`src/sv/slid_pkg.sv`:
```
// Shared constants and types for the sorted list insert/delete block.
package slid_pkg;

	// Field widths and default list depth
	localparam int DATA_W         = 32;
	localparam int STATUS_W       = 2;
	localparam int COUNT_OUT_W    = 5;
	localparam int DEF_LIST_DEPTH = 16;

	// Operation codes
	typedef enum logic {
		OP_INSERT = 1'b0,
		OP_DELETE = 1'b1
	} op_t;

	// Result status codes
	typedef enum logic [STATUS_W-1:0] {
		ST_DONE      = 2'd0,
		ST_NOT_FOUND = 2'd1,
		ST_FULL      = 2'd2
	} status_t;

endpackage

```
`src/sv/slid_ram.sv`:
```
// Generic single-write, single-read RAM with registered read data.
module slid_ram #(
	parameter int WIDTH = 32,
	parameter int DEPTH = 16
) (
	input  logic                     clk,
	input  logic                     we,
	input  logic [$clog2(DEPTH)-1:0] waddr,
	input  logic [WIDTH-1:0]         wdata,
	input  logic [$clog2(DEPTH)-1:0] raddr,
	output logic [WIDTH-1:0]         rdata
);

	logic [WIDTH-1:0] mem [DEPTH];

	// Write port
	always_ff @(posedge clk) begin
		if (we) begin
			mem[waddr] <= wdata;
		end
	end

	// Registered read port
	always_ff @(posedge clk) begin
		rdata <= mem[raddr];
	end

endmodule

```
`src/sv/sorted_list_insert_delete.sv`:
```
// Top level: ascending list of signed values held in a RAM, with insert and delete.
//
// Usage:
//   Drive operation and value and raise start; the item is taken at a rising
//   edge where start is high and busy is low. busy stays high while the item
//   walks the list. Exactly one result follows each item: done pulses for one
//   cycle with status and entry_count valid in that cycle.
// Walk: insert into a full list, delete from an empty list and insert into an
//   empty list are answered from the idle state without a walk.
//   insert: one RAM read and shifted write per entry moved one slot up.
//   delete: the whole list is read once, entries past the match are written
//   back one slot lower.
//   The single RAM read port takes one entry per cycle; a new item may be
//   taken in the cycle that done is high.
// Reset: arst_n clears the entry count and the sequencer; RAM contents are
//   left as they are and are never read above the count.
// The receiver cannot stall: a result is shown for one cycle only.
module sorted_list_insert_delete #(
	parameter int LIST_DEPTH = slid_pkg::DEF_LIST_DEPTH
) (
	input  logic                               clk,
	input  logic                               arst_n,
	input  logic                               start,
	output logic                               busy,
	input  logic                               operation,
	input  logic signed [slid_pkg::DATA_W-1:0] value,
	output logic                               done,
	output logic [slid_pkg::STATUS_W-1:0]      status,
	output logic [slid_pkg::COUNT_OUT_W-1:0]   entry_count
);
	import slid_pkg::*;

	localparam int CNT_W  = $clog2(LIST_DEPTH + 1);
	localparam int ADDR_W = $clog2(LIST_DEPTH);

	typedef enum logic [2:0] {
		S_IDLE = 3'b001,
		S_INS  = 3'b010,
		S_DEL  = 3'b100
	} state_t;

	state_t                    state_q, state_d;
	logic [CNT_W-1:0]          count_q, count_d;
	logic [CNT_W-1:0]          k_q, k_d;
	logic [CNT_W-1:0]          i_q, i_d;
	logic                      found_q, found_d;
	logic signed [DATA_W-1:0]  v_q, v_d;
	logic                      done_q, done_d;
	status_t                   status_q, status_d;

	logic                      ram_we;
	logic [ADDR_W-1:0]         ram_waddr;
	logic [DATA_W-1:0]         ram_wdata;
	logic [ADDR_W-1:0]         ram_raddr;
	logic [DATA_W-1:0]         ram_rdata;
	logic signed [DATA_W-1:0]  rd_val;
	logic                      hit;
	logic                      accept;

	assign rd_val = $signed(ram_rdata);
	assign accept = start && (state_q == S_IDLE);
	assign hit    = !found_q && (rd_val == v_q);

	// Entry storage
	slid_ram #(
		.WIDTH (DATA_W),
		.DEPTH (LIST_DEPTH)
	) u_ram (
		.clk   (clk),
		.we    (ram_we),
		.waddr (ram_waddr),
		.wdata (ram_wdata),
		.raddr (ram_raddr),
		.rdata (ram_rdata)
	);

	// Sequencer: insert walks down from the top shifting entries up,
	// delete walks up from slot zero shifting entries past the match down
	always_comb begin
		state_d   = state_q;
		count_d   = count_q;
		k_d       = k_q;
		i_d       = i_q;
		found_d   = found_q;
		v_d       = v_q;
		done_d    = 1'b0;
		status_d  = status_q;
		ram_we    = 1'b0;
		ram_waddr = '0;
		ram_wdata = v_q;
		ram_raddr = '0;

		unique case (state_q)
			S_IDLE: begin
				if (accept) begin
					v_d = value;
					if (op_t'(operation) == OP_INSERT) begin
						if (count_q == CNT_W'(LIST_DEPTH)) begin
							done_d   = 1'b1;
							status_d = ST_FULL;
						end else if (count_q == '0) begin
							ram_we    = 1'b1;
							ram_waddr = '0;
							ram_wdata = value;
							count_d   = count_q + CNT_W'(1);
							done_d    = 1'b1;
							status_d  = ST_DONE;
						end else begin
							ram_raddr = ADDR_W'(count_q - CNT_W'(1));
							k_d       = count_q;
							state_d   = S_INS;
						end
					end else begin
						if (count_q == '0) begin
							done_d   = 1'b1;
							status_d = ST_NOT_FOUND;
						end else begin
							ram_raddr = '0;
							i_d       = '0;
							found_d   = 1'b0;
							state_d   = S_DEL;
						end
					end
				end
			end

			S_INS: begin
				ram_we = 1'b1;
				if (k_q == '0) begin
					// every stored entry was shifted: new value goes to slot zero
					ram_waddr = '0;
					ram_wdata = v_q;
					count_d   = count_q + CNT_W'(1);
					done_d    = 1'b1;
					status_d  = ST_DONE;
					state_d   = S_IDLE;
				end else if (rd_val >= v_q) begin
					ram_waddr = k_q[ADDR_W-1:0];
					ram_wdata = ram_rdata;
					ram_raddr = ADDR_W'(k_q - CNT_W'(2));
					k_d       = k_q - CNT_W'(1);
				end else begin
					ram_waddr = k_q[ADDR_W-1:0];
					ram_wdata = v_q;
					count_d   = count_q + CNT_W'(1);
					done_d    = 1'b1;
					status_d  = ST_DONE;
					state_d   = S_IDLE;
				end
			end

			S_DEL: begin
				if (found_q) begin
					ram_we    = 1'b1;
					ram_waddr = ADDR_W'(i_q - CNT_W'(1));
					ram_wdata = ram_rdata;
				end
				if (i_q == count_q - CNT_W'(1)) begin
					done_d  = 1'b1;
					state_d = S_IDLE;
					if (found_q || hit) begin
						count_d  = count_q - CNT_W'(1);
						status_d = ST_DONE;
					end else begin
						status_d = ST_NOT_FOUND;
					end
				end else begin
					ram_raddr = ADDR_W'(i_q + CNT_W'(1));
					i_d       = i_q + CNT_W'(1);
					found_d   = found_q || hit;
				end
			end

			default: begin
				state_d = S_IDLE;
			end
		endcase
	end

	// Control registers
	always_ff @(posedge clk or negedge arst_n) begin
		if (!arst_n) begin
			state_q <= S_IDLE;
			count_q <= '0;
			done_q  <= 1'b0;
		end else begin
			state_q <= state_d;
			count_q <= count_d;
			done_q  <= done_d;
		end
	end

	// Working and result payload registers
	always_ff @(posedge clk) begin
		k_q      <= k_d;
		i_q      <= i_d;
		found_q  <= found_d;
		v_q      <= v_d;
		status_q <= status_d;
	end

	assign busy        = (state_q != S_IDLE);
	assign done        = done_q;
	assign status      = status_q;
	assign entry_count = COUNT_OUT_W'(count_q);

`ifndef SYNTH
	// A result only appears once the sequencer is back at rest
	a_done_idle: assert property (@(posedge clk) disable iff (!arst_n)
		done |-> !busy)
		else $error("result strobe while sequencer busy");

	// The count never runs past the list depth
	a_count_bound: assert property (@(posedge clk) disable iff (!arst_n)
		count_q <= CNT_W'(LIST_DEPTH))
		else $error("entry count exceeds list depth");

	// An insert taken on a full list reports full at once
	a_full_insert: assert property (@(posedge clk) disable iff (!arst_n)
		(start && !busy && operation == OP_INSERT && count_q == CNT_W'(LIST_DEPTH))
		|=> (done && status == ST_FULL))
		else $error("insert into full list not flagged");

	// The count moves only together with a result
	a_count_moves: assert property (@(posedge clk) disable iff (!arst_n)
		!$stable(count_q) |-> done)
		else $error("entry count changed without a result");
`endif

endmodule
```
`config.mk`:
```
export PLATFORM = sky130hd
export DESIGN_NAME = sorted_list_insert_delete
export DESIGN_NICKNAME = d
export VERILOG_FILES = /design/src/sv/slid_pkg.sv /design/src/sv/slid_ram.sv /design/src/sv/sorted_list_insert_delete.sv
export SDC_FILE = /design/constraint.sdc
export NUM_CORES = 1
export LEC_CHECK = 0
export BUFFER_PORTS_ARGS = -buffer_cell sky130_fd_sc_hd__clkbuf_2
export CAP_MARGIN = 20
export CORE_UTILIZATION = 50
export CTS_CLUSTER_SIZE = 40
export DETAILED_ROUTE_END_ITERATION = 7
export PLACE_DENSITY = 0.77
export SYNTH_ARGS = -nofsm -noshare
export SYNTH_HDL_FRONTEND = slang
export SYNTH_SLANG_ARGS = --single-unit
```
`constraint.sdc`:
```
create_clock -name clk -period 7 [get_ports clk]
set_clock_uncertainty 0.2 [all_clocks]
set_input_delay 0.7 -clock clk [delete_from_list [all_inputs] [get_ports clk]]
set_output_delay 0.7 -clock clk [all_outputs]
set_load 0.02 [all_outputs]
```
# Word level (Yosys, flattened, before mapping)
# Memory sizes are Yosys's and may differ from the RTL's. A register that Yosys moved wholly into a read port is not among the register bits.
# Index checks and enable logic that the tools add are counted.
dict set report word_totals {
  regBits 54
  latchBits 0
  ram_bits 512
  romBits 0
  input_bits 36
  output_inout_bits 9
  elab_cells 132
  n_memories 1
}
# name words word_bits read_ports rd_ports_with_merged_regs write_ports line
set mem_list {}
lappend mem_list {u_ram.mem 16 32 1 1 1 slid_ram.sv:14} ;# logic [WIDTH-1:0] mem [DEPTH];
dict set report op_classes {
  addsub 6
  n_mul 0
  div_mod_pow 0
  n_lt_le_gt_ge 1
  eq_ne 22
  shifts 0
  mux 79
  n_bitwise 0
  n_reduce_logical 15
}
# cell n
set op_table {}
lappend op_table {{two-way mux 32 bit} 7}
lappend op_table {{case mux 32 bit (3 select lines)} 1}
lappend op_table {{two-way mux 5 bit} 18}
lappend op_table {{two-way mux 4 bit} 9}
lappend op_table {{== test 32 bit} 1}
lappend op_table {{>= comparator 32 bit} 1}
lappend op_table {{two-way mux 3 bit} 8}
lappend op_table {{!= test 2 bit, second input constant} 10}
lappend op_table {{case mux 5 bit (2 select lines)} 2}
lappend op_table {{two-way mux 1 bit} 18}
lappend op_table {{two-way mux 2 bit} 8}
lappend op_table {{case mux 5 bit (3 select lines)} 1}
lappend op_table {{case mux 4 bit (3 select lines)} 1}
lappend op_table {{adder 5 x 1 -> 5 bit, second input constant} 2}
lappend op_table {{zero test 5 bit} 2}
lappend op_table {{AND reduction 5 bit} 2}
lappend op_table {{subtractor 5 x 1 -> 5 bit, second input constant} 2}
lappend op_table {{case mux 3 bit (3 select lines)} 1}
lappend op_table {{case mux 4 bit (2 select lines)} 1}
lappend op_table {{AND reduction 8 bit} 1}
lappend op_table {{AND reduction 7 bit} 1}
lappend op_table {{!= test 3 x 1 -> 1 bit, second input constant} 2}
lappend op_table {{!= test 3 bit, second input constant} 2}
lappend op_table {{case mux 1 bit (3 select lines)} 2}
lappend op_table {{18 further kinds} 20}

# Depth between registers and ports, before layout
dict set report depth {
  ltp_word 8
  depth_mapped 15
  ltp_nobuf 11
}

# Modules after synthesis
# Synthesis repeated with hierarchy kept, for this count alone.
dict set report unflattened {
  hier_cells 1318
  hier_area_um2 24454.7
}
# module n_inst cells_per_inst area_per_inst_um2 seq_area_each_um2
set by_module_without_submodules {}
lappend by_module_without_submodules {slid_ram 1 838 19836.5 16015.4}
lappend by_module_without_submodules {sorted_list_insert_delete 1 480 4618.2 1577.8}

# Worst setup path after synthesis
# OpenSTA, ideal clock, no wires.
dict set report synth_path {
  path_type {register -> register}
  start {reg count_q[0], in the netlist entry_count[0]}
  end {mem u_ram.mem[12][0], enable pin}
  setup_ns 0.421
  arrival_ns 3.655
  required_time_ns 6.379
  path_slack_ns 2.724
  path_stages_with_launch 10
  path_buffers 2
  synth_period_minus_slack_ns 4.276
  path_cell_list {dfrtp_1 > buf_2 > inv_1 > ha_1 > nor3b_4 > nand2_1 > nor3_2 > buf_2 > o311ai_0 > nor2_1}
}
dict set report synth_via {
  elab_chain_len 8
  word_cells_on_any_way 9
  classes_between {eq/ne (1); mux (7); reduce/logical (1)}
}
# item line
set synth_lines {}
lappend synth_lines {{start: declaration} sorted_list_insert_delete.sv:43} ;# logic [CNT_W-1:0] count_q, count_d;
lappend synth_lines {{start signal: assignment} sorted_list_insert_delete.sv:188} ;# count_q <= count_d;
lappend synth_lines {{zero test 5 bit} sorted_list_insert_delete.sv:101} ;# end else if (count_q == '0) begin
lappend synth_lines {{two-way mux 1 bit} sorted_list_insert_delete.sv:101}
lappend synth_lines {{two-way mux 1 bit *} sorted_list_insert_delete.sv:98} ;# if (count_q == CNT_W'(LIST_DEPTH)) begin
lappend synth_lines {{two-way mux 1 bit *} sorted_list_insert_delete.sv:97} ;# if (op_t'(operation) == OP_INSERT) begin
lappend synth_lines {{two-way mux 1 bit *} sorted_list_insert_delete.sv:95} ;# if (accept) begin
lappend synth_lines {{case mux 1 bit (3 select lines) *} sorted_list_insert_delete.sv:93} ;# unique case (state_q)
lappend synth_lines {{two-way mux 1 bit *} slid_ram.sv:18} ;# if (we) begin
lappend synth_lines {{two-way mux 1 bit (implied by the code) *} slid_ram.sv:19} ;# mem[waddr] <= wdata;
lappend synth_lines {{end: declaration} slid_ram.sv:14}
# Every way passes the cells marked *; elsewhere a longest branch is shown, timed or not.

# Worst setup path in the final report
dict set report layout_path {
  start {reg v_q[7]}
  end {reg u_ram.rdata[31], read port of u_ram.mem}
}
dict set report layout_via {
  elab_chain_len 4
}
# item line
set layout_lines {}
lappend layout_lines {{start: declaration} sorted_list_insert_delete.sv:47} ;# logic signed [DATA_W-1:0] v_q, v_d;
lappend layout_lines {{start signal: assignment} sorted_list_insert_delete.sv:198} ;# v_q <= v_d;
lappend layout_lines {{>= comparator 32 bit} sorted_list_insert_delete.sv:137} ;# end else if (rd_val >= v_q) begin
lappend layout_lines {{two-way mux 4 bit} sorted_list_insert_delete.sv:137}
lappend layout_lines {{two-way mux 4 bit} sorted_list_insert_delete.sv:129} ;# if (k_q == '0) begin
lappend layout_lines {{case mux 4 bit (3 select lines)} sorted_list_insert_delete.sv:93}
lappend layout_lines {{end: declaration} slid_ram.sv:11} ;# output logic [WIDTH-1:0] rdata
# No other way between the ends.
# A chain may end at the register's enable or synchronous reset.

==> impl_metrics.env <==
export IMPL_status="finished, final reports clean"
export IMPL_dieHeight_um=230
export IMPL_post_cts_buffers=0
export IMPL_dr_first_iter_drc_count=3051
export IMPL_finalHoldViolCount=0
export IMPL_grt_pass1_vias=16700
export IMPL_finalSetupViolCount=0
export IMPL_place_inst=2465
export IMPL_ys_warn_count=0
export IMPL_initial_utilization_pct=50.6
export IMPL_ys_ff_latch=598
export IMPL_tightestPinTransition_ns=1.16
export IMPL_grt_max_degree=70
export IMPL_rows=83
export IMPL_cts_tree="built"
export IMPL_crit_path_max_fanout=50
export IMPL_reg2regPathDepth=11
export IMPL_clock_latency_ns=0.62
export IMPL_cp_arrival_ns=5.09
export IMPL_grt_pass1_wl_um=103000
export IMPL_maxCapViolations=0
export IMPL_die_w_um=230
export IMPL_cts_sinks=598
export IMPL_nets=1920
export IMPL_utilization_pct=56.0
export IMPL_path_cells="inv_1, ha_1, a21oi_1, a211oi_1, o41a_1, o211a_2, nor2_8, buf_12, mux4_2, a22oi_1, a221oi_1"
export IMPL_worst_path_max_delay_cell="nor2_8"
export IMPL_relSlewSlack_pct=22.6
export IMPL_critPathMaxStageDelay_ns=0.70
export IMPL_min_delay_path_depth=1
export IMPL_die_area_um2=52800
export IMPL_syn_cell_area_um2=26000
export IMPL_vias=17300
export IMPL_antenna_cells=0
export IMPL_syn_inst=1833
export IMPL_fin_area_um2=28700
export IMPL_r2r_start="v_q[7]"
export IMPL_synth_ff_type="edfxtp_1"
export IMPL_total_power_mw=13.4
export IMPL_peakVddDrop_uv=248
export IMPL_timing_final_ws_setup_ns=2.17
export IMPL_r2r_slack_ns=2.17
export IMPL_yosys_top_cells_area="edfxtp_1 64%, a21oi_1 3.6%, mux4_2 2.8%, dfxtp_1 2.5%, mux2i_1 2.5%"
export IMPL_regArea_um2=17600
export IMPL_synth_nets=1908
export IMPL_fin_setup_tns_ns=0
export IMPL_cts_made_buffers=55
export IMPL_rsz0062_at_grt="false"
export IMPL_p_leak_nw=9.70
export IMPL_placed_cell_area_um2=27000
export IMPL_hold_path_end="v_q[16]"
export IMPL_io_buffers=44
export IMPL_wl_per_cell_um=27.1
export IMPL_synth_top_area_share_pct=64.4
export IMPL_dp_slack_ns=2.02
export IMPL_powerDensity_nw_per_um2=465
export IMPL_multi_input_area_um2=7750
export IMPL_drtPass1Iterations=6
export IMPL_async_reset_ff_share_pct=1.51
export IMPL_ios=45
export IMPL_antenna_found_initial=0
export IMPL_critPathTopFamily="compound AO/OA/AOI/OAI gates"
export IMPL_synth_cell_types=74
export IMPL_synth_most_common_cell="edfxtp_1"
export IMPL_drive_gt1_share_pct=14.6
export IMPL_htree_levels=2
export IMPL_critPathLaunch="v_q[7]"
export IMPL_whs_ns=0.0696
export IMPL_min_period_ns=4.83
export IMPL_hp_start="value[16]"
export IMPL_ctsRootBufferMaster="clkbuf_16"
export IMPL_layout_worst_path_cycle_share_pct=69.0
export IMPL_r2r_end="u_ram.rdata[31]"
export IMPL_worstSetupPathType="reg2reg"
export IMPL_yosysTopAreaCell="edfxtp_1"
export IMPL_path_buf_inv=2
export IMPL_synth_edf_count=557
export IMPL_overflow=0
export IMPL_syn_avg_cell_area_um2=14.2
export IMPL_hpwl_um=37300
export IMPL_syn_to_final_growth_pct=10.7
export IMPL_required_ns=7.26
export IMPL_viasPerCell=6.72
export IMPL_postRouteAntennaNets=0
export IMPL_coreArea_um2=51300
export IMPL_gp_congestion=0.881
export IMPL_clk_pin_slew_ns=0.07
export IMPL_hp_class="in2reg"
export IMPL_yosysSeqAreaShare_pct=67.8
export IMPL_fmax_mhz=207
export IMPL_drv_slew=0
export IMPL_crit_path_end_kind="flip-flop"
export IMPL_clockBufferDepth=3
export IMPL_layout_cells_non_filler=2572
export IMPL_drc=0
export IMPL_cp_start_kind="flip-flop"
export IMPL_track_usage_pct=26.1
export IMPL_fillCellCount=3861
export IMPL_synth_commonest_cells="557 x edfxtp_1, 185 x a21oi_1, 159 x nand2_1"
export IMPL_drt_wl_total_um=69700
==> area by class of cell <==
class                      instances  share of cell area, %
clock buffer                      81                   5.31
clock inverter                    23                  0.718
inverter                          46                  0.601
multi-input combinational       1052                   27.0
sequential                       598                   61.2
timing repair buffer              92                   2.23
tap                              680                   2.96
==> registers in the layout, indices dropped and copies added (netlist names) <==
register     flops
u_ram.mem      512
u_ram.rdata     32
v_q             32
entry_count      5
i_q              5
k_q              5
state_q          3
status           2
done             1
found_q          1
==> power breakdown <==
group	total (mW)	internal, mW	switching (mW)
clock network	2.92	1.62	1.30
registers	5.58	5.34	0.240
logic	4.84	1.44	3.40
total	13.4	8.41	4.94
==> logic make-up after synthesis <==
family,Yosys count,share of synthesized area (%)
flops,598,67.8
compound gates,549,14.8
simple gates,348,6.32
buf+inv,183,3.27
mux,96,5.24
fa+ha+maj,39,1.88
xor+xnor,20,0.728
==> routing by layer <==
metal | vias to the layer above | share of wire, % | track usage, %
met2 | 1256 | 47 | 41.9
met4 | 0 | 3.5 | 10.8
met5 | - | 0 | 0
li1 | 7233 | - | -
met3 | 180 | 12 | 5.82
met1 | 8623 | 37 | 34.3
==> cell usage in the layout (no fill, tap or decap), drive strengths merged, types with 8 or more instances in the layout <==
cell	count
a21oi	185
a221oi	33
a22o	64
a22oi	32
a41oi	32
buf	46
clkbuf	126
clkinv	16
dfrtp	8
dfxtp	32
edfxtp	557
ha	39
inv	48
mux2i	64
mux4	32
nand2	160
nand3	104
nand4	12
nor2	42
nor3	11
o21a	28
o21ai	102
o221ai	34
o22ai	10
xnor2	11
xor2	8
==> worst max path at each step <==
stage                       endpoint  slack [ns]  depth (start not counted)
floorplan           u_ram.mem[12][0]        2.72                          9
global placement     u_ram.rdata[31]        2.10                         11
detailed placement   u_ram.rdata[31]        2.02                         11
CTS                  u_ram.rdata[31]        2.00                         11
global route         u_ram.rdata[31]        1.99                         11
finish               u_ram.rdata[31]        2.17                         11
==> timing repair <==
item | in CTS | in global routing
endpoints found under the hold margin | 9 | 0
hold buffers | 1 | 0
resized for setup | 0 | 0
No activity file was read; power rests on OpenSTA's default activity.
